## config.mk

```make
export PLATFORM = sky130hd
export DESIGN_NAME = spd_back
export DESIGN_NICKNAME = d
export VERILOG_FILES = /design/src/rtl/spd_pkg.sv /design/src/rtl/spd_back.sv
export VERILOG_INCLUDE_DIRS = /design/src /design/src/rtl
export SDC_FILE = /design/constraint.sdc
export NUM_CORES = 1
export LEC_CHECK = 0
export ABC_AREA = 1
export BUFFER_PORTS_ARGS = -buffer_cell sky130_fd_sc_hd__buf_2
export CAP_MARGIN = 20
export CORE_ASPECT_RATIO = 1.5
export CORE_MARGIN = 5
export CORE_UTILIZATION = 30
export CTS_CLUSTER_DIAMETER = 120
export CTS_CLUSTER_SIZE = 30
export DETAILED_ROUTE_END_ITERATION = 8
export PLACE_DENSITY = 0.5
export SYNTH_ARGS = -nofsm -noshare
export SYNTH_HDL_FRONTEND = slang
export SYNTH_SLANG_ARGS = --single-unit
```

## constraint.sdc

```tcl
create_clock -name clk -period 6.02 [get_ports clk]
set_input_delay 0.903 -clock clk [delete_from_list [all_inputs] [get_ports clk]]
set_output_delay 0.903 -clock clk [all_outputs]
set_load 0.01 [all_outputs]
```

## src/rtl/star_peak_detector_3x3_macros.svh

```systemverilog
// ---------------------------------------------------------------------------
// Assertion macros shared by the star peak detector RTL
// Each expects clk and arst_n in the scope where it is used.
// ---------------------------------------------------------------------------
`ifndef STAR_PEAK_DETECTOR_3X3_MACROS_SVH
`define STAR_PEAK_DETECTOR_3X3_MACROS_SVH

// condition holds at every edge out of reset
`define SPD_ASSERT_ALWAYS(label, cond, msg) \
	label: assert property (@(posedge clk) disable iff (!arst_n) (cond)) else $error(msg);

// same-cycle implication
`define SPD_ASSERT_IMPL(label, ante, cons, msg) \
	label: assert property (@(posedge clk) disable iff (!arst_n) (ante) |-> (cons)) \
		else $error(msg);

// next-cycle implication
`define SPD_ASSERT_NEXT(label, ante, cons, msg) \
	label: assert property (@(posedge clk) disable iff (!arst_n) (ante) |=> (cons)) \
		else $error(msg);

`endif

```

## src/rtl/spd_pkg.sv

```systemverilog
// ---------------------------------------------------------------------------
// spd_pkg
// Types and constants of the 3x3 star peak detector.
// ---------------------------------------------------------------------------
package spd_pkg;

	localparam int MAX_WIDTH  = 4096;
	localparam int MAX_HEIGHT = 4096;
	localparam int MAX_STARS  = 1000;
	localparam int PIXEL_BITS = 8;

	localparam int GEOM_W  = 13;                 // width of geometry registers
	localparam int THR_W   = 8;
	localparam int CFG_W   = 13;                 // widest register
	localparam int COORD_W = 12;
	localparam int LINE_AW = $clog2(MAX_WIDTH);  // line store address
	localparam int CNT_W   = 10;                 // star count field
	localparam int MIN_GEOM = 3;

	localparam int RST_WIDTH  = 640;
	localparam int RST_HEIGHT = 480;
	localparam int RST_THR    = 200;

	// event queue between front and back
	localparam int Q_DEPTH = 8;
	localparam int Q_AW    = $clog2(Q_DEPTH);
	localparam int Q_CW    = $clog2(Q_DEPTH + 1);
	localparam int OCC_W   = $clog2(Q_DEPTH + 3);

	typedef enum logic [1:0] {
		REG_FRAME_WIDTH  = 2'd0,
		REG_FRAME_HEIGHT = 2'd1,
		REG_THRESHOLD    = 2'd2,
		REG_UNUSED       = 2'd3
	} spd_reg_t;

	typedef enum logic {
		KIND_STAR    = 1'b0,
		KIND_SUMMARY = 1'b1
	} spd_kind_t;

	typedef struct packed {
		logic               star;
		logic               frame_end;
		logic [COORD_W-1:0] x;
		logic [COORD_W-1:0] y;
	} spd_event_t;

endpackage

```

## src/rtl/spd_back.sv

```systemverilog
// ---------------------------------------------------------------------------
// spd_back
// Turns events into results: star count with saturation, star records and
// the end-of-frame summary, held in an output register.
// ---------------------------------------------------------------------------
`include "star_peak_detector_3x3_macros.svh"

module spd_back import spd_pkg::*; (
	input  logic               clk,
	input  logic               arst_n,
	input  spd_event_t         ev_head,
	input  logic               ev_empty,
	output logic               ev_pop,
	input  logic               pop,
	output logic               empty,
	output logic               kind,
	output logic [COORD_W-1:0] star_x,
	output logic [COORD_W-1:0] star_y,
	output logic [CNT_W-1:0]   star_count,
	output logic               last
);

	logic               out_valid_q, pend_q;
	logic [CNT_W-1:0]   found_q;
	spd_kind_t          out_kind_q;
	logic [COORD_W-1:0] out_x_q, out_y_q;
	logic [CNT_W-1:0]   out_cnt_q;
	logic               out_last_q;

	logic               load, star_ok, emit;
	logic               valid_d, pend_d;
	logic [CNT_W-1:0]   found_d, cnt_d;
	spd_kind_t          kind_d;
	logic [COORD_W-1:0] x_d, y_d;
	logic               last_d;

	assign load    = !out_valid_q || pop;
	assign ev_pop  = load && !pend_q && !ev_empty;
	assign star_ok = ev_head.star && (found_q < CNT_W'(MAX_STARS));

	always_comb begin
		valid_d = out_valid_q;
		pend_d  = pend_q;
		found_d = found_q;
		emit    = 1'b0;
		kind_d  = KIND_SUMMARY;
		x_d     = '0;
		y_d     = '0;
		cnt_d   = found_q;
		last_d  = 1'b1;
		if (load) begin
			valid_d = 1'b0;
			if (pend_q) begin
				// summary that follows a star on the last pixel
				emit    = 1'b1;
				pend_d  = 1'b0;
				found_d = '0;
			end else if (!ev_empty) begin
				if (star_ok) begin
					emit    = 1'b1;
					kind_d  = KIND_STAR;
					x_d     = ev_head.x;
					y_d     = ev_head.y;
					found_d = found_q + CNT_W'(1);
					cnt_d   = found_q + CNT_W'(1);
					last_d  = !ev_head.frame_end;
					pend_d  = ev_head.frame_end;
				end else if (ev_head.frame_end) begin
					emit    = 1'b1;
					found_d = '0;
				end
			end
			if (emit) valid_d = 1'b1;
		end
	end

	always_ff @(posedge clk or negedge arst_n) begin
		if (!arst_n) begin
			out_valid_q <= 1'b0;
			pend_q      <= 1'b0;
			found_q     <= '0;
		end else begin
			out_valid_q <= valid_d;
			pend_q      <= pend_d;
			found_q     <= found_d;
		end
	end

	always_ff @(posedge clk) begin
		if (emit) begin
			out_kind_q <= kind_d;
			out_x_q    <= x_d;
			out_y_q    <= y_d;
			out_cnt_q  <= cnt_d;
			out_last_q <= last_d;
		end
	end

	assign empty      = !out_valid_q;
	assign kind       = out_kind_q;
	assign star_x     = out_x_q;
	assign star_y     = out_y_q;
	assign star_count = out_cnt_q;
	assign last       = out_last_q;

	`SPD_ASSERT_IMPL(a_pend_shown, pend_q, out_valid_q, "pending summary without a shown star")
	`SPD_ASSERT_ALWAYS(a_found_sat, found_q <= CNT_W'(MAX_STARS), "star count above limit")
	`SPD_ASSERT_IMPL(a_summary_clears, out_valid_q && out_kind_q == KIND_SUMMARY,
		found_q == '0, "count not cleared behind a summary")

endmodule

```

==> summary.txt <==
Clock network
  • Gates resized, CTS repair: 0
  • Clock-pin slew on the worst setup and hold paths: roughly 90 ps
  • Cts-stage hold buffer count: 0
  • Postcts setup bufs: 0
  • CTS sink count: between 40 and 50
  • Root Driver: clkbuf_8
  • Num CTS Buffers: 5
  • CTS tree: yes
  • H-tree Lvls: 2
  • Later-pin clock latency in the skew report: 300 ps
  • Longest Clk Path Bufs: 2

Drt
  • Vias post-DR: ~1.5k
  • Final wirelength: 4294 um
  • Number of remaining DRC errors: 0
  • Initial DRC Count: just under 80
  • Wire per inst: roughly 12 um
  • Vias per cell: between 4 and 5
  • Final ANT Viol Nets: 0
  • First-pass DRT Iterations: 4

Critical path
  • RR Startpoint: found_q[4]$_DFFE_PN0P_
  • Worst-path maximum fanout: 4
  • R2R Path End: last$_SDFFCE_PP1P_
  • Worst EP required: between 5000 and 6000 ps
  • Worst R2R Path Depth: 6
  • Endpoint class of the critical path: output port
  • Arrival time worst endpoint: about 1500 ps
  • Critical path class: in -> out
  • Launch point of the worst path: pop
  • R2r setup slk: ~3900 ps
  • Worst setup endpoint: ev_pop
  • Worst Setup Start Kind: input port

Floorplan
  • Core area: ~7000 sq um
  • Die footprint: approximately 9000 sq um
  • Cell Rows: 37
  • Starting density of the core: 0.3072
  • Die height: ~110 um
  • # IOs: slightly below 70
  • Die width: about 78 um

Yosys
  • Adder-cell share of the synthesized area: 0.01189
  • Register area share after synthesis: 0.6564
  • Yosys Warn Count: 0
  • Xor/xnor share of the synthesized area: 0.02081
  • Mux cell area share after synthesis: 0.004756
  • Largest family of logic cells by synthesized area: simple AND/OR/NAND/NOR gates
  • Post-Synthesis Cells: 210
  • Unique masters post-synth: 21
  • Syn Nets: between 200 and 250
  • Yosys reg bits: 48
  • Cell Area, Synth: 2105 sq um
  • Compound-Gate Fraction of Synth Area: 0.02021
  • Simple-gate share of the synthesized area: 0.1968
  • Syn avg cell area: approximately 10 sq um

Global route
  • GRT Overall Usage: 0.1013
  • Pin count of the biggest net entering global routing: 35
  • First-pass GRT wire length: ~7100 um
  • Met3 usage: 0.02729
  • GRT busiest layer: met2
  • GRT met2 Usage: 0.1894
  • Met1 GRT Util: 0.1091
  • Vias in the first global route: between 1.5k and 2k
  • Initial antenna violation count: 0
  • GRT overflow: 0

Final layout
  • Util after Layout: 0.3837
  • Area grow syn2layout: 24.91%
  • Register area: roughly 1400 sq um
  • Most frequent cells in the layout: 67 x buf_2, 57 x nand2_1, 39 x inv_1
  • Area of the multi-input gates: roughly 540 sq um
  • Share of cells above drive strength 1: 0.2989
  • Diodes inserted: 0
  • Commonest non-fill, non-tap cell in the layout: buf_2
  • Fillers: just over 700
  • Fin nets: roughly 310

Timing
  • Worst slew margin: 0.5582
  • Achievable frequency: 0.4255 GHz
  • Setup TNS: 0 ps
  • # setup viols final: 0
  • Tcrit/Tclk final: 0.3904
  • Worst Tran Pin Value: ~660 ps
  • Final-report hold violation count: 0
  • Unrepaired setup endpoints after global routing: false
  • Final worst path period need: 2350 ps
  • Max Transition Viols Final: 0
  • Hold slack: about 490 ps
  • Clock skew: between 7 and 8 ps
  • Worst setup margin: between 3000 and 4000 ps

Placed design
  • IO Port Bufs: 67
  • Setup Slack @ Placement: between 3000 and 4000 ps
  • DP HPWL: a little over 3000 um
  • Gp weighted congestion: about 0.76

Run
  • Max_cap viols: 0

Power
  • Pwr Total: 760.9 uW
  • Peak VDD IR: ~0.11 mV
  • Power per cell area: slightly below 300 nW/um^2
  • Static leakage: between 1 and 1.5 nW

Hold path
  • Min-delay worst type: in -> async

Outcome
  • Status: finished, final reports clean
==> synth_stat cells <==
master,number,area [sq um]
buf_6,2,22.52
buf_2,3,15.01
nand2_1,57,214.0
nand4_1,1,6.260
o21ai_1,4,20.02
nor2_4,1,11.26
nand3_1,5,25.02
inv_1,39,146.4
nand3_2,1,10.01
ha_1,2,25.02
a21oi_1,1,5.000
nor2_1,31,116.4
edfxtp_1,36,1081
nor2_2,1,6.260
xor2_1,5,43.79
o21a_1,1,7.510
inv_2,1,3.750
o21ai_0,2,10.01
dfrtp_1,12,300.3
mux2i_1,1,10.01
nand2_2,4,25.02
==> worst min path at each step <==
stage | endpoint | slack, ps | depth (start not counted)
2_1_floorplan | found_q[8]$_DFFE_PN0P_ | 480 | 2
3_3_place_gp | found_q[1]$_DFFE_PN0P_ | 510 | 2
3_5_place_dp | found_q[9]$_DFFE_PN0P_ | 530 | 2
4_1_cts | found_q[7]$_DFFE_PN0P_ | 490 | 1
5_1_grt | found_q[7]$_DFFE_PN0P_ | 500 | 1
6_report | found_q[7]$_DFFE_PN0P_ | 490 | 1
==> power by group <==
| part | switching, mW | internal (mW) | total (mW) |
|---|---|---|---|
| clock | 0.111 | 0.136 | 0.247 |
| sequential | 0.0125 | 0.395 | 0.408 |
| combinational | 0.0676 | 0.0384 | 0.106 |
==> layout make-up <==
type | count | share of cell area
clock buffer | 6 | 0.03141
multi-input combinational | 117 | 0.2037
sequential | 48 | 0.5255
timing repair buffer | 68 | 0.1304
tap | 78 | 0.03713
clock inverter | 2 | 0.01475
inverter | 40 | 0.05712
==> kinds of logic after synthesis <==
kind of cell / after synthesis
adders and majority gates: 2
and+or+nand+nor: 101
xor gates and xnor gates: 5
buffers and inverters: 45
AOI/OAI and AO/OA: 8
DFF: 48
muxes: 1
==> stage by stage <==
stage / area, sq um / std cells
after floorplan: 2105 / 210
after global placement: 2507 / 351
after detailed placement: 2507 / 351
after CTS: 2629 / 359
after global routing: 2629 / 359
final: 2629 / 359
==> flip-flops by register name, indices dropped and copies added (netlist names) <==
register / flops
star_x: 12
pend_q: 1
star_y: 12
kind: 1
star_count: 10
out_valid_q: 1
found_q: 10
last: 1
==> metal layers <==
metal,wire length (um),vias to the layer above,part of all wire
met5,0,-,0
met4,40,0,0.0093
met3,288,4,0.067
met2,2256,45,0.53
met1,1709,708,0.40
li1,-,781,-
==> worst max-delay path, stage by stage <==
cell	delay, ps
buf_2	70
inv_1	40
nand2_2	90
nand2_2	80
nor2_4	120
buf_2	150
No activity file was read; power rests on OpenSTA's default activity.
