`src/rtl/star_peak_detector_3x3_macros.svh`:
```
// ---------------------------------------------------------------------------
// Assertion macros shared by the star peak detector RTL
// Each expects clk and arst_n in the scope where it is used.
// ---------------------------------------------------------------------------
`ifndef STAR_PEAK_DETECTOR_3X3_MACROS_SVH
`define STAR_PEAK_DETECTOR_3X3_MACROS_SVH

// condition holds at every edge out of reset
`define SPD_ASSERT_ALWAYS(label, cond, msg) \
	label: assert property (@(posedge clk) disable iff (!arst_n) (cond)) else $error(msg);

// same-cycle implication
`define SPD_ASSERT_IMPL(label, ante, cons, msg) \
	label: assert property (@(posedge clk) disable iff (!arst_n) (ante) |-> (cons)) \
		else $error(msg);

// next-cycle implication
`define SPD_ASSERT_NEXT(label, ante, cons, msg) \
	label: assert property (@(posedge clk) disable iff (!arst_n) (ante) |=> (cons)) \
		else $error(msg);

`endif

```
`src/rtl/spd_pkg.sv`:
```
// ---------------------------------------------------------------------------
// spd_pkg
// Types and constants of the 3x3 star peak detector.
// ---------------------------------------------------------------------------
package spd_pkg;

	localparam int MAX_WIDTH  = 4096;
	localparam int MAX_HEIGHT = 4096;
	localparam int MAX_STARS  = 1000;
	localparam int PIXEL_BITS = 8;

	localparam int GEOM_W  = 13;                 // width of geometry registers
	localparam int THR_W   = 8;
	localparam int CFG_W   = 13;                 // widest register
	localparam int COORD_W = 12;
	localparam int LINE_AW = $clog2(MAX_WIDTH);  // line store address
	localparam int CNT_W   = 10;                 // star count field
	localparam int MIN_GEOM = 3;

	localparam int RST_WIDTH  = 640;
	localparam int RST_HEIGHT = 480;
	localparam int RST_THR    = 200;

	// event queue between front and back
	localparam int Q_DEPTH = 8;
	localparam int Q_AW    = $clog2(Q_DEPTH);
	localparam int Q_CW    = $clog2(Q_DEPTH + 1);
	localparam int OCC_W   = $clog2(Q_DEPTH + 3);

	typedef enum logic [1:0] {
		REG_FRAME_WIDTH  = 2'd0,
		REG_FRAME_HEIGHT = 2'd1,
		REG_THRESHOLD    = 2'd2,
		REG_UNUSED       = 2'd3
	} spd_reg_t;

	typedef enum logic {
		KIND_STAR    = 1'b0,
		KIND_SUMMARY = 1'b1
	} spd_kind_t;

	typedef struct packed {
		logic               star;
		logic               frame_end;
		logic [COORD_W-1:0] x;
		logic [COORD_W-1:0] y;
	} spd_event_t;

endpackage

```
`src/rtl/spd_event_fifo.sv`:
```
// ---------------------------------------------------------------------------
// spd_event_fifo
// Short queue of events between the front and the back.
// ---------------------------------------------------------------------------
module spd_event_fifo import spd_pkg::*; (
	input  logic            clk,
	input  logic            arst_n,
	input  logic            push,
	input  spd_event_t      din,
	input  logic            pop,
	output spd_event_t      dout,
	output logic            empty,
	output logic [Q_CW-1:0] count
);

	spd_event_t       mem_q [Q_DEPTH];
	logic [Q_AW-1:0]  wr_q, rd_q;
	logic [Q_CW-1:0]  count_q;
	logic             do_pop;

	assign empty  = (count_q == '0);
	assign do_pop = pop && !empty;
	assign dout   = mem_q[rd_q];
	assign count  = count_q;

	always_ff @(posedge clk) begin
		if (push) mem_q[wr_q] <= din;
	end

	always_ff @(posedge clk or negedge arst_n) begin
		if (!arst_n) begin
			wr_q    <= '0;
			rd_q    <= '0;
			count_q <= '0;
		end else begin
			if (push)   wr_q <= wr_q + Q_AW'(1);
			if (do_pop) rd_q <= rd_q + Q_AW'(1);
			case ({push, do_pop})
				2'b10:   count_q <= count_q + Q_CW'(1);
				2'b01:   count_q <= count_q - Q_CW'(1);
				default: count_q <= count_q;
			endcase
		end
	end

endmodule

```
`config.mk`:
```
export PLATFORM = sky130hd
export DESIGN_NAME = spd_event_fifo
export DESIGN_NICKNAME = d
export VERILOG_FILES = /design/src/rtl/star_peak_detector_3x3_macros.svh /design/src/rtl/spd_pkg.sv /design/src/rtl/spd_event_fifo.sv
export SDC_FILE = /design/constraint.sdc
export NUM_CORES = 1
export LEC_CHECK = 0
export ABC_AREA = 1
export BUFFER_PORTS_ARGS = -buffer_cell sky130_fd_sc_hd__clkbuf_2
export CAP_MARGIN = 20
export CELL_PAD_IN_SITES_DETAIL_PLACEMENT = 1
export CELL_PAD_IN_SITES_GLOBAL_PLACEMENT = 2
export CORE_ASPECT_RATIO = 0.75
export CORE_MARGIN = 2
export CORE_UTILIZATION = 25
export DETAILED_ROUTE_END_ITERATION = 10
export GPL_ROUTABILITY_DRIVEN = 0
export MAX_ROUTING_LAYER = met4
export PLACE_DENSITY_LB_ADDON = 0.15
export SLEW_MARGIN = 20
export SYNTH_ARGS = -nofsm -noshare
export SYNTH_HDL_FRONTEND = slang
export SYNTH_SLANG_ARGS = --single-unit
```
`constraint.sdc`:
```
create_clock -name clk -period 4.86 [get_ports clk]
set_input_delay 0.486 -clock clk [delete_from_list [all_inputs] [get_ports clk]]
set_output_delay 0.486 -clock clk [all_outputs]
set_load 0.05 [all_outputs]
```
==> results of run 1 <==
[critical path: stages (launching register included)]
cell and delay (ns):
sky130_fd_sc_hd__dfrtp_4 0.73, sky130_fd_sc_hd__inv_4 0.53, sky130_fd_sc_hd__buf_12 0.35, sky130_fd_sc_hd__nand2_1 0.10
sky130_fd_sc_hd__nand2_1 0.08, sky130_fd_sc_hd__nand2_1 0.05, sky130_fd_sc_hd__o21ai_1 0.11, sky130_fd_sc_hd__nand2_1 0.06
sky130_fd_sc_hd__nand2_1 0.16, sky130_fd_sc_hd__clkbuf_2 0.30
[synth_stat cells, types with 2 or more instances]
master	count
sky130_fd_sc_hd__nand2_1	305
sky130_fd_sc_hd__edfxtp_1	208
sky130_fd_sc_hd__nor2_1	61
sky130_fd_sc_hd__o21ai_1	56
sky130_fd_sc_hd__o21ai_0	52
sky130_fd_sc_hd__buf_2	16
sky130_fd_sc_hd__buf_6	10
sky130_fd_sc_hd__dfrtp_1	10
sky130_fd_sc_hd__inv_1	9
sky130_fd_sc_hd__clkbuf_1	7
sky130_fd_sc_hd__nand2_2	7
sky130_fd_sc_hd__ha_1	5
sky130_fd_sc_hd__inv_2	5
sky130_fd_sc_hd__buf_1	3
sky130_fd_sc_hd__nand3_1	3
sky130_fd_sc_hd__xnor2_1	3
sky130_fd_sc_hd__xor2_1	3
sky130_fd_sc_hd__buf_12	2
[per-layer routing]
metal / part of all wire (%) / global-route usage [%]
met5: 0 / -
met1: 47 / 17.22
met4: 2.2 / 3.268
met2: 49 / 23.86
met3: 2.5 / 2.286
[logic make-up after synthesis]
logic type / after synthesis / synth area share, %
AND/OR/NAND/NOR: 379 / 16.18
flip-flops: 218 / 72.40
AO/OA/AOI/OAI: 109 / 6.080
buffers and inverters: 54 / 3.835
XOR/XNOR: 6 / 0.5858
adder cells (fa/ha/maj): 6 / 0.9204
[layout by cell type, fill, tap and decap left out, types with 3 or more instances in the layout]
cell type                   synthesis  layout
sky130_fd_sc_hd__nor2_4             0       8
sky130_fd_sc_hd__nor2_1            61      53
sky130_fd_sc_hd__clkbuf_2           0      60
sky130_fd_sc_hd__xor2_1             3       3
sky130_fd_sc_hd__clkbuf_1           7       7
sky130_fd_sc_hd__o21ai_1           56      56
sky130_fd_sc_hd__inv_2              5       5
sky130_fd_sc_hd__clkinv_2           0       5
sky130_fd_sc_hd__buf_4              0       9
sky130_fd_sc_hd__ha_1               5       5
sky130_fd_sc_hd__clkbuf_8           0       4
sky130_fd_sc_hd__nand2_2            7       7
sky130_fd_sc_hd__edfxtp_1         208     208
sky130_fd_sc_hd__dfrtp_1           10       8
sky130_fd_sc_hd__clkbuf_16          0      25
sky130_fd_sc_hd__nand2_1          305     305
sky130_fd_sc_hd__xnor2_1            3       3
sky130_fd_sc_hd__o21ai_0           52      52
sky130_fd_sc_hd__inv_1              9       8
sky130_fd_sc_hd__nand3_1            3       3
[state kept, by name, indices dropped and copies added (netlist names)]
register,flops
mem_q,208
count,4
rd_q,3
wr_q,3
[through the flow]
step                area [um^2]  hold slack [ns]  worst slack [ns]
finish                    10550           0.2368             1.313
global route              10550           0.2369             1.060
CTS                       10490           0.2037             1.259
detailed placement         9724           0.3774             1.827
global placement           9722           0.3819             1.844
floorplan                  8972           0.1904             2.511
[power breakdown]
| part | switching (mW) | total (mW) | internal, mW |
|---|---|---|---|
| Clock | 0.742 | 1.75 | 1.01 |
| Sequential | 0.157 | 2.45 | 2.29 |
| Combinational | 2.08 | 2.70 | 0.618 |
| Total | 2.98 | 6.90 | 3.92 |
[cell type report]
class,count,area (um^2)
multi-input combinational,500,2192
fill,3963,25040
timing repair buffer,73,452.9
clock inverter,9,48.80
inverter,15,61.31
sequential,218,6501
clock buffer,36,706.9
tap,465,581.8
[path summary, 6_finish.rpt]
kind                           from        to  slack (ns)  cells after the start
max                         rd_q[0]  dout[16]        1.31                      9
min                             pop   rd_q[0]        0.24                      3
max reg2reg                count[0]  count[3]        2.62                     11
min reg2reg                 wr_q[0]   wr_q[0]        0.54                      2
max in group asynchronous    arst_n   rd_q[0]        4.23                      2
min in group asynchronous    arst_n  count[1]        0.37                      2
==> impl_metrics.xml, run 1 <==
<?xml version="1.0" encoding="UTF-8"?>
<metrics>
  <group name="status">
    <metric name="status" unit="">completed</metric>
  </group>
  <group name="synthesis">
    <metric name="ys_seq_area_share" unit="%">72.40</metric>
    <metric name="yosys_most_used_dff" unit="">sky130_fd_sc_hd__edfxtp_1</metric>
    <metric name="synth.lib_cells_used.distinct" unit="">25</metric>
    <metric name="post-synth-top-area-fraction" unit="%">69.61</metric>
    <metric name="synthCells" unit="">772</metric>
    <metric name="synthDominantAreaCellType" unit="">sky130_fd_sc_hd__edfxtp_1</metric>
    <metric name="syn_avg_cell_area" unit="um^2">11.62</metric>
    <metric name="number_of_enable_flip_flop_cells_after_synthesis" unit="">208</metric>
    <metric name="ys_top_cells_by_area" unit="">sky130_fd_sc_hd__edfxtp_1, sky130_fd_sc_hd__nand2_1, sky130_fd_sc_hd__o21ai_1</metric>
    <metric name="synthArstFlopShare" unit="%">4.587</metric>
    <metric name="yosys_register_bits" unit="">218</metric>
    <metric name="ys_warn_count" unit="">0</metric>
    <metric name="mappedNetlistArea" unit="um^2">8972</metric>
    <metric name="mappedNetlistNets" unit="">808</metric>
  </group>
  <group name="floorplanning">
    <metric name="die_area" unit="um^2">37440</metric>
    <metric name="io_pins" unit="">61</metric>
    <metric name="die_y" unit="um">168.1</metric>
    <metric name="core_area" unit="um^2">35580</metric>
    <metric name="initial_core_util" unit="%">25.21</metric>
    <metric name="placementRows" unit="">60</metric>
    <metric name="die_x" unit="um">222.8</metric>
  </group>
  <group name="drt">
    <metric name="dr.pass1.iters" unit="">4</metric>
    <metric name="vias" unit="">5805</metric>
    <metric name="vias_per_cell" unit="">4.411</metric>
    <metric name="number_of_nets_still_failing_antenna_checks_after_routing" unit="">0</metric>
    <metric name="post-route-drc-count" unit="">0</metric>
    <metric name="detailedRoute.firstIterationViolations" unit="">211</metric>
    <metric name="route.detailed.wl_per_inst" unit="um">19.02</metric>
    <metric name="routed_wl" unit="mm">25.03</metric>
  </group>
  <group name="clock_network">
    <metric name="cts-buffers-inserted" unit="">25</metric>
    <metric name="clk-insertion-delay-late" unit="ns">0.53</metric>
    <metric name="post_cts_buffers" unit="">0</metric>
    <metric name="clock_tree.buffer_depth" unit="">3</metric>
    <metric name="post_cts_resize_count" unit="">0</metric>
    <metric name="cts.root.buffer_cell" unit="">sky130_fd_sc_hd__clkbuf_16</metric>
    <metric name="clk_transition_reported_paths" unit="ns">0.05</metric>
    <metric name="cts_max_level" unit="">1</metric>
    <metric name="numClockSinks" unit="">218</metric>
    <metric name="post_cts_hold_buffer_count" unit="">1</metric>
    <metric name="cts_tree" unit="">built</metric>
  </group>
  <group name="sta">
    <metric name="maxClockFrequency" unit="MHz">281.9</metric>
    <metric name="totalNegativeSetupSlack" unit="ns">0</metric>
    <metric name="final-setup-viol-count" unit="">0</metric>
    <metric name="rsz0062_at_grt" unit="">false</metric>
    <metric name="timing.final.crit_period" unit="ns">3.547</metric>
    <metric name="maxSlewViolCount" unit="">0</metric>
    <metric name="hold_viol_final" unit="">0</metric>
    <metric name="clock-skew-final" unit="ns">0.008575</metric>
    <metric name="worst_slew_pin_slew" unit="ns">0.8001</metric>
    <metric name="post-route-period-util" unit="%">72.99</metric>
    <metric name="timing.max_slew.rel_slack" unit="%">46.66</metric>
  </group>
  <group name="power_and_ir_drop">
    <metric name="irDropWorstVdd" unit="mV">0.3519</metric>
    <metric name="power_per_cell_area" unit="nW/um^2">654.2</metric>
    <metric name="pleak" unit="nW">3.958</metric>
    <metric name="post-layout-total-power" unit="mW">6.898</metric>
  </group>
  <group name="global_routing">
    <metric name="grt_max_degree" unit="">61</metric>
    <metric name="antenna_found_initial" unit="">0</metric>
    <metric name="grt_first_pass_wirelength" unit="mm">38.05</metric>
    <metric name="overflow" unit="">0</metric>
    <metric name="grt_util_all_layers" unit="%">13.90</metric>
    <metric name="grt_pass1_vias" unit="">6423</metric>
  </group>
  <group name="worst_setup_path">
    <metric name="crit_path_start_kind" unit="">register</metric>
    <metric name="setup.worst_path.class" unit="">reg -&gt; out</metric>
    <metric name="highest_net_fanout_along_the_worst_path" unit="">60</metric>
    <metric name="cp.required" unit="ns">4.37</metric>
    <metric name="critPathCaptureType" unit="">output pin</metric>
    <metric name="worst-endpoint-arrival" unit="ns">3.06</metric>
  </group>
  <group name="cells_and_area">
    <metric name="fin_util" unit="%">29.63</metric>
    <metric name="drive_above_1_share" unit="%">15.63</metric>
    <metric name="area.growth.synth_to_final" unit="%">17.53</metric>
    <metric name="stdcell_count" unit="">1316</metric>
    <metric name="num_antenna_cells" unit="">0</metric>
    <metric name="nets" unit="">869</metric>
  </group>
  <group name="place">
    <metric name="placed_cells_incl_taps" unit="">1268</metric>
    <metric name="place.port_buffers" unit="">60</metric>
    <metric name="post-dp-hpwl" unit="mm">13.45</metric>
  </group>
  <group name="worst_hold_path">
    <metric name="timing.hold.worst.class" unit="">in -&gt; reg</metric>
  </group>
  <group name="flow_run">
    <metric name="maxCapViolCount" unit="">0</metric>
  </group>
</metrics>
(Power assumes the default switching activity.)
==> inputs of run 2 (changes only) <==
--- a/config.mk
+++ b/config.mk
@@ -5,7 +5,7 @@
 export SDC_FILE = /design/constraint.sdc
 export NUM_CORES = 1
 export LEC_CHECK = 0
-export ABC_AREA = 1
+export ABC_AREA = 0
 export BUFFER_PORTS_ARGS = -buffer_cell sky130_fd_sc_hd__clkbuf_2
 export CAP_MARGIN = 20
 export CELL_PAD_IN_SITES_DETAIL_PLACEMENT = 1
==> constraint.sdc (replaced) <==
create_clock -name clk -period 3.4 [get_ports clk]
set_input_delay 0.34 -clock clk [delete_from_list [all_inputs] [get_ports clk]]
set_output_delay 0.34 -clock clk [all_outputs]
set_load 0.05 [all_outputs]
==> impl_metrics.xml, run 2 <==
<?xml version="1.0" encoding="UTF-8"?>
<metrics>
  <group name="sta">
    <metric name="timing.final.crit_period" unit="ns">3.089</metric>
    <metric name="rsz0062_at_grt" unit="">false</metric>
    <metric name="timing.max_slew.rel_slack" unit="%">56.46</metric>
    <metric name="worst_slew_pin_slew" unit="ns">0.6446</metric>
    <metric name="clock-skew-final" unit="ns">0.006408</metric>
    <metric name="hold_viol_final" unit="">0</metric>
    <metric name="maxSlewViolCount" unit="">0</metric>
    <metric name="post-route-period-util" unit="%">90.86</metric>
    <metric name="maxClockFrequency" unit="MHz">323.7</metric>
    <metric name="totalNegativeSetupSlack" unit="ns">0</metric>
    <metric name="final-setup-viol-count" unit="">0</metric>
  </group>
  <group name="global_routing">
    <metric name="grt_max_degree" unit="">31</metric>
    <metric name="antenna_found_initial" unit="">0</metric>
    <metric name="overflow" unit="">0</metric>
    <metric name="use_met2" unit="%">17.87</metric>
    <metric name="grt.met3_usage" unit="%">2.578</metric>
    <metric name="grt.busiest_layer" unit="">met2</metric>
    <metric name="grt_first_pass_wirelength" unit="mm">27.90</metric>
    <metric name="grtUsageMet1" unit="%">14.03</metric>
    <metric name="grt_util_all_layers" unit="%">11.04</metric>
    <metric name="grt_pass1_vias" unit="">4400</metric>
  </group>
  <group name="worst_setup_path">
    <metric name="cp.required" unit="ns">3.79</metric>
    <metric name="crit_path_start_kind" unit="">register</metric>
    <metric name="timing.critical_path.buf_inv" unit="">1</metric>
    <metric name="setup.worst_path.class" unit="">reg -&gt; reg</metric>
    <metric name="crit_path_frequent_cell" unit="">sky130_fd_sc_hd__ha_1</metric>
    <metric name="worst-endpoint-arrival" unit="ns">3.48</metric>
    <metric name="highest_net_fanout_along_the_worst_path" unit="">9</metric>
    <metric name="cp_slowest_cell" unit="">sky130_fd_sc_hd__or4b_2</metric>
    <metric name="worst_path_dominant_cell_family" unit="">compound AO/OA/AOI/OAI gates</metric>
    <metric name="timing.critical_path.cells" unit="">o41ai_1, inv_1, ha_1, ha_1, or4b_2, o311ai_0, o211ai_1</metric>
    <metric name="cpPeakStageDelay" unit="ns">0.69</metric>
    <metric name="critPathCaptureType" unit="">register</metric>
  </group>
  <group name="drt">
    <metric name="vias_per_cell" unit="">4.325</metric>
    <metric name="detailedRoute.firstIterationViolations" unit="">177</metric>
    <metric name="post-route-drc-count" unit="">0</metric>
    <metric name="route.detailed.wl_per_inst" unit="um">20.32</metric>
    <metric name="number_of_nets_still_failing_antenna_checks_after_routing" unit="">0</metric>
    <metric name="vias" unit="">3983</metric>
    <metric name="routed_wl" unit="mm">18.72</metric>
    <metric name="dr.pass1.iters" unit="">4</metric>
  </group>
  <group name="clock_network">
    <metric name="numClockSinks" unit="">218</metric>
    <metric name="cts_max_level" unit="">1</metric>
    <metric name="cts-buffers-inserted" unit="">24</metric>
    <metric name="clock_tree.buffer_depth" unit="">3</metric>
    <metric name="post_cts_hold_buffer_count" unit="">1</metric>
    <metric name="cts_tree" unit="">built</metric>
    <metric name="clk-insertion-delay-late" unit="ns">0.51</metric>
    <metric name="clk_transition_reported_paths" unit="ns">0.06</metric>
    <metric name="cts.root.buffer_cell" unit="">sky130_fd_sc_hd__clkbuf_16</metric>
    <metric name="post_cts_resize_count" unit="">0</metric>
    <metric name="post_cts_buffers" unit="">0</metric>
  </group>
  <group name="cells_and_area">
    <metric name="largest_register_ff_count" unit="">208</metric>
    <metric name="area.growth.synth_to_final" unit="%">20.81</metric>
    <metric name="layout_commonest_cell" unit="">sky130_fd_sc_hd__edfxtp_1</metric>
    <metric name="fill_cell_count" unit="">3350</metric>
    <metric name="layout_common_cells" unit="">sky130_fd_sc_hd__edfxtp_1, sky130_fd_sc_hd__clkbuf_2, sky130_fd_sc_hd__mux4_1</metric>
    <metric name="fin_util" unit="%">30.92</metric>
    <metric name="drive_above_1_share" unit="%">31.85</metric>
    <metric name="largest_reg_by_ff_count" unit="">mem_q</metric>
    <metric name="num_antenna_cells" unit="">0</metric>
    <metric name="nets" unit="">491</metric>
  </group>
  <group name="floorplanning">
    <metric name="die_x" unit="um">218.6</metric>
    <metric name="io_pins" unit="">61</metric>
    <metric name="core_area" unit="um^2">33740</metric>
    <metric name="die_area" unit="um^2">36060</metric>
    <metric name="placementRows" unit="">58</metric>
    <metric name="initial_core_util" unit="%">25.59</metric>
    <metric name="die_y" unit="um">165.0</metric>
  </group>
  <group name="place">
    <metric name="post-dp-hpwl" unit="mm">11.03</metric>
    <metric name="place.port_buffers" unit="">60</metric>
  </group>
  <group name="power_and_ir_drop">
    <metric name="irDropWorstVdd" unit="mV">0.5467</metric>
    <metric name="swShare" unit="%">35.58</metric>
    <metric name="switchingPower" unit="mW">3.440</metric>
    <metric name="part_of_the_power_in_registers" unit="%">37.2</metric>
    <metric name="share_clk_of_total_power" unit="%">27.3</metric>
    <metric name="cellInternalPower" unit="mW">6.229</metric>
    <metric name="comb_power_share" unit="%">35.5</metric>
    <metric name="post-layout-total-power" unit="mW">9.670</metric>
    <metric name="pleak" unit="nW">3.547</metric>
    <metric name="power_per_cell_area" unit="nW/um^2">926.9</metric>
  </group>
  <group name="status">
    <metric name="status" unit="">completed</metric>
  </group>
  <group name="synthesis">
    <metric name="ys_top_cells_by_area" unit="">sky130_fd_sc_hd__edfxtp_1, sky130_fd_sc_hd__mux4_1, sky130_fd_sc_hd__mux2_2</metric>
    <metric name="synthDominantAreaCellType" unit="">sky130_fd_sc_hd__edfxtp_1</metric>
    <metric name="post-synth-top-area-fraction" unit="%">72.33</metric>
    <metric name="mappedNetlistArea" unit="um^2">8636</metric>
    <metric name="yosys.cell_count.top_type" unit="">sky130_fd_sc_hd__edfxtp_1</metric>
    <metric name="yosys_register_bits" unit="">218</metric>
    <metric name="synthArstFlopShare" unit="%">4.587</metric>
    <metric name="yosys_most_used_dff" unit="">sky130_fd_sc_hd__edfxtp_1</metric>
    <metric name="synthCells" unit="">366</metric>
    <metric name="mappedNetlistNets" unit="">402</metric>
    <metric name="netlist_top_cells_count" unit="">sky130_fd_sc_hd__edfxtp_1, sky130_fd_sc_hd__mux4_1, sky130_fd_sc_hd__mux2_2</metric>
    <metric name="number_of_enable_flip_flop_cells_after_synthesis" unit="">208</metric>
    <metric name="ys_seq_area_share" unit="%">75.22</metric>
    <metric name="ys_warn_count" unit="">0</metric>
    <metric name="synth.lib_cells_used.distinct" unit="">29</metric>
    <metric name="syn_avg_cell_area" unit="um^2">23.60</metric>
  </group>
  <group name="flow_run">
    <metric name="maxCapViolCount" unit="">0</metric>
  </group>
  <group name="worst_hold_path">
    <metric name="timing.hold.worst.class" unit="">in -&gt; reg</metric>
  </group>
</metrics>
## run 2: layout make-up
type	count	area [um^2]	share of cell area, %
clock inverters	13	161.4	1.547
repair buffers	79	483.0	4.629
inverters	6	22.52	0.2159
multi-input cells	126	2063	19.78
clock buffers	29	640.6	6.141
flip-flops and latches	218	6499	62.29
well taps	450	563.0	5.397
## run 2: per-stage QoR
stage	instance area, um^2	cells	hold WS, ns	setup WS (ns)
finish	10430	921	0.09835	0.3109
global route	10430	921	0.09078	0.09852
CTS	10430	921	0.07669	0.2944
detailed placement	9620	878	0.2351	0.2999
global placement	9620	878	0.2329	0.4198
floorplan	8636	366	0.04441	0.4343
## run 2: final timing paths
path | from | end | slack [ns] | cells after the start
min | din[8] | mem_q[4][8] | 0.1 | 1
max in group asynchronous | arst_n | rd_q[1] | 2.92 | 2
min reg2reg | count[2] | count[2] | 0.58 | 2
max reg2reg | count[0] | count[3] | 0.31 | 7
min in group asynchronous | arst_n | count[2] | 0.24 | 2
max | count[0] | count[3] | 0.31 | 7
## run 2: power by group through the flow
| stage | sequential, mW | combinational (mW) | clock, mW |
|---|---|---|---|
| CTS | 3.61 | 3.53 | 2.74 |
| floorplan | 3.63 | 2.55 | 0 |
| detailed placement | 3.66 | 3.51 | 0 |
| finish | 3.59 | 3.44 | 2.64 |
| global placement | 3.64 | 3.49 | 0 |
| global route | 3.64 | 3.67 | 2.83 |
## run 2: metal layers
metal / share of wire (%) / up-vias
met2: 48 / 66
li1: - / 1760
met5: 0 / -
met1: 46 / 2120
met4: 2.3 / 0
met3: 3.8 / 37
## run 2: worst register-to-register path, delay by kind of cell (launching register included)
kind,cells,cell delay [ns]
compound gates,3,0.94
fa+ha+maj,2,0.70
simple gates,1,0.69
flops,1,0.45
buf+inv,1,0.18
## run 2: kinds of logic after synthesis
family	Yosys count	synth area share [%]
compound gates	7	0.5940
xor+xnor	6	0.6085
fa+ha+maj	6	0.9563
buf+inv	22	1.521
flops	218	75.22
mux	81	19.59
simple gates	26	1.507
==> inputs of run 3 (changes only) <==
--- a/config.mk
+++ b/config.mk
@@ -12,7 +12,7 @@
 export CELL_PAD_IN_SITES_GLOBAL_PLACEMENT = 2
 export CORE_ASPECT_RATIO = 0.75
 export CORE_MARGIN = 2
-export CORE_UTILIZATION = 25
+export CORE_UTILIZATION = 40
 export DETAILED_ROUTE_END_ITERATION = 10
 export GPL_ROUTABILITY_DRIVEN = 0
 export MAX_ROUTING_LAYER = met4
==> impl_metrics.xml, run 3 (synthesis gave the netlist of run 2 again) <==
<?xml version="1.0" encoding="UTF-8"?>
<metrics>
  <group name="floorplanning">
    <metric name="core_area" unit="um^2">21180</metric>
    <metric name="die_area" unit="um^2">22790</metric>
    <metric name="initial_core_util" unit="%">40.77</metric>
    <metric name="placementRows" unit="">46</metric>
    <metric name="die_y" unit="um">131.3</metric>
    <metric name="die_x" unit="um">173.7</metric>
    <metric name="io_pins" unit="">61</metric>
  </group>
  <group name="power_and_ir_drop">
    <metric name="irDropWorstVdd" unit="mV">0.4588</metric>
    <metric name="comb_power_share" unit="%">35.8</metric>
    <metric name="cellInternalPower" unit="mW">6.042</metric>
    <metric name="pleak" unit="nW">3.503</metric>
    <metric name="switchingPower" unit="mW">3.380</metric>
    <metric name="share_clk_of_total_power" unit="%">26.2</metric>
    <metric name="part_of_the_power_in_registers" unit="%">38.1</metric>
    <metric name="power_per_cell_area" unit="nW/um^2">928.3</metric>
    <metric name="swShare" unit="%">35.87</metric>
  </group>
  <group name="clock_network">
    <metric name="cts_max_level" unit="">1</metric>
    <metric name="clk_transition_reported_paths" unit="ns">0.06</metric>
    <metric name="clock_tree.buffer_depth" unit="">3</metric>
    <metric name="cts-buffers-inserted" unit="">22</metric>
    <metric name="post_cts_resize_count" unit="">0</metric>
    <metric name="cts.root.buffer_cell" unit="">sky130_fd_sc_hd__clkbuf_16</metric>
    <metric name="clk-insertion-delay-late" unit="ns">0.50</metric>
    <metric name="cts_tree" unit="">built</metric>
    <metric name="numClockSinks" unit="">218</metric>
  </group>
  <group name="worst_setup_path">
    <metric name="worst_path_dominant_cell_family" unit="">compound AO/OA/AOI/OAI gates</metric>
    <metric name="cpPeakStageDelay" unit="ns">0.69</metric>
    <metric name="cp_slowest_cell" unit="">sky130_fd_sc_hd__or4b_2</metric>
    <metric name="cp.required" unit="ns">3.77</metric>
    <metric name="crit_path_frequent_cell" unit="">sky130_fd_sc_hd__ha_1</metric>
    <metric name="critPathCaptureType" unit="">register</metric>
    <metric name="crit_path_start_kind" unit="">register</metric>
    <metric name="timing.critical_path.buf_inv" unit="">1</metric>
    <metric name="worst-endpoint-arrival" unit="ns">3.43</metric>
    <metric name="highest_net_fanout_along_the_worst_path" unit="">9</metric>
    <metric name="timing.critical_path.cells" unit="">o41ai_1, inv_1, ha_1, ha_1, or4b_2, o311ai_0, o211ai_1</metric>
    <metric name="setup.worst_path.class" unit="">reg -&gt; reg</metric>
  </group>
  <group name="sta">
    <metric name="rsz0062_at_grt" unit="">false</metric>
    <metric name="worst_slew_pin_slew" unit="ns">0.7931</metric>
    <metric name="timing.max_slew.rel_slack" unit="%">46.84</metric>
    <metric name="final-setup-viol-count" unit="">0</metric>
    <metric name="totalNegativeSetupSlack" unit="ns">0</metric>
    <metric name="hold_viol_final" unit="">0</metric>
    <metric name="timing.final.crit_period" unit="ns">3.061</metric>
    <metric name="post-route-period-util" unit="%">90.02</metric>
    <metric name="maxSlewViolCount" unit="">0</metric>
    <metric name="maxClockFrequency" unit="MHz">326.7</metric>
    <metric name="clock-skew-final" unit="ns">0.008379</metric>
  </group>
  <group name="drt">
    <metric name="dr.pass1.iters" unit="">4</metric>
    <metric name="routed_wl" unit="mm">17.02</metric>
    <metric name="route.detailed.wl_per_inst" unit="um">22.51</metric>
    <metric name="vias_per_cell" unit="">5.193</metric>
    <metric name="detailedRoute.firstIterationViolations" unit="">223</metric>
    <metric name="number_of_nets_still_failing_antenna_checks_after_routing" unit="">0</metric>
    <metric name="vias" unit="">3926</metric>
    <metric name="post-route-drc-count" unit="">0</metric>
  </group>
  <group name="global_routing">
    <metric name="grt_first_pass_wirelength" unit="mm">26.18</metric>
    <metric name="grt_max_degree" unit="">35</metric>
    <metric name="grt_pass1_vias" unit="">4253</metric>
    <metric name="grt_util_all_layers" unit="%">15.68</metric>
    <metric name="antenna_found_initial" unit="">0</metric>
    <metric name="overflow" unit="">0</metric>
  </group>
  <group name="worst_hold_path">
    <metric name="timing.hold.worst.class" unit="">in -&gt; reg</metric>
  </group>
  <group name="place">
    <metric name="post-dp-hpwl" unit="mm">9.826</metric>
    <metric name="place.port_buffers" unit="">60</metric>
    <metric name="post_dp_cell_area" unit="um^2">9398</metric>
  </group>
  <group name="flow_run">
    <metric name="maxCapViolCount" unit="">0</metric>
  </group>
  <group name="cells_and_area">
    <metric name="fill_cell_count" unit="">1954</metric>
    <metric name="layout_commonest_cell" unit="">sky130_fd_sc_hd__edfxtp_1</metric>
    <metric name="nets" unit="">488</metric>
    <metric name="drive_above_1_share" unit="%">31.84</metric>
    <metric name="final_area" unit="um^2">10150</metric>
    <metric name="largest_register_ff_count" unit="">208</metric>
    <metric name="largest_reg_by_ff_count" unit="">mem_q</metric>
    <metric name="num_antenna_cells" unit="">0</metric>
    <metric name="layout_common_cells" unit="">sky130_fd_sc_hd__edfxtp_1, sky130_fd_sc_hd__clkbuf_2, sky130_fd_sc_hd__mux4_1</metric>
    <metric name="area.growth.synth_to_final" unit="%">17.53</metric>
  </group>
  <group name="status">
    <metric name="status" unit="">completed</metric>
  </group>
</metrics>
-- run 3: final cells by class --
cell class / count / area [um^2] / share of cell area (%)
clock buffer: 25 / 583.1 / 5.745
multi-input combinational: 126 / 2063 / 20.33
sequential: 218 / 6499 / 64.03
timing repair buffer: 78 / 462.9 / 4.561
clock inverter: 15 / 158.9 / 1.566
inverter: 6 / 22.52 / 0.2219
tap: 288 / 360.3 / 3.550
-- run 3: what timing repair did --
action                                  CTS  global route
endpoints found under the setup margin    0             0
buffers inserted                          0             0
hold endpoints to repair                 10             0
hold buffers                              1             0
-- run 3: through the flow --
step           utilization [%]  cells  worst slack (ns)  hold WS, ns  power [mW]
6_report                 47.92    756            0.3392       0.1169       9.422
5_1_grt                  47.92    756            0.1127       0.1134       9.831
4_1_cts                  47.92    756            0.2924      0.08753       9.559
3_5_place_dp             44.37    715            0.3060       0.2568       7.076
3_3_place_gp             44.37    715            0.4272       0.2399       7.020
2_1_floorplan                -    366            0.4343      0.04441       6.183
-- run 3: path summary, 6_finish.rpt --
path                               start      endpoint  cells after the start  slack [ns]
worst min register to register   wr_q[1]       wr_q[1]                      1        0.58
worst max-delay path            count[0]      count[3]                      7        0.34
min in group asynchronous         arst_n       wr_q[0]                      2        0.27
worst max register to register  count[0]      count[3]                      7        0.34
worst min-delay path             din[11]  mem_q[0][11]                      1        0.12
max in group asynchronous         arst_n       rd_q[1]                      2        2.86
-- run 3: power groups by stage --
stage | logic, mW | registers, mW | clock network [mW]
floorplan | 2.55 | 3.63 | 0
global placement | 3.40 | 3.62 | 0
detailed placement | 3.42 | 3.65 | 0
CTS | 3.44 | 3.60 | 2.52
global route | 3.57 | 3.63 | 2.63
finish | 3.37 | 3.59 | 2.47
-- run 3: routing by layer --
| metal | routed length, um | global-route usage (%) | part of all wire [%] | vias to the layer above |
|---|---|---|---|---|
| li1 | - | - | - | 1753 |
| met5 | 0 | - | 0 | - |
| met2 | 8503 | 26.29 | 50 | 66 |
| met1 | 7572 | 20.19 | 45 | 2080 |
| met4 | 338 | 3.128 | 2.0 | 0 |
| met3 | 601 | 3.009 | 3.5 | 27 |
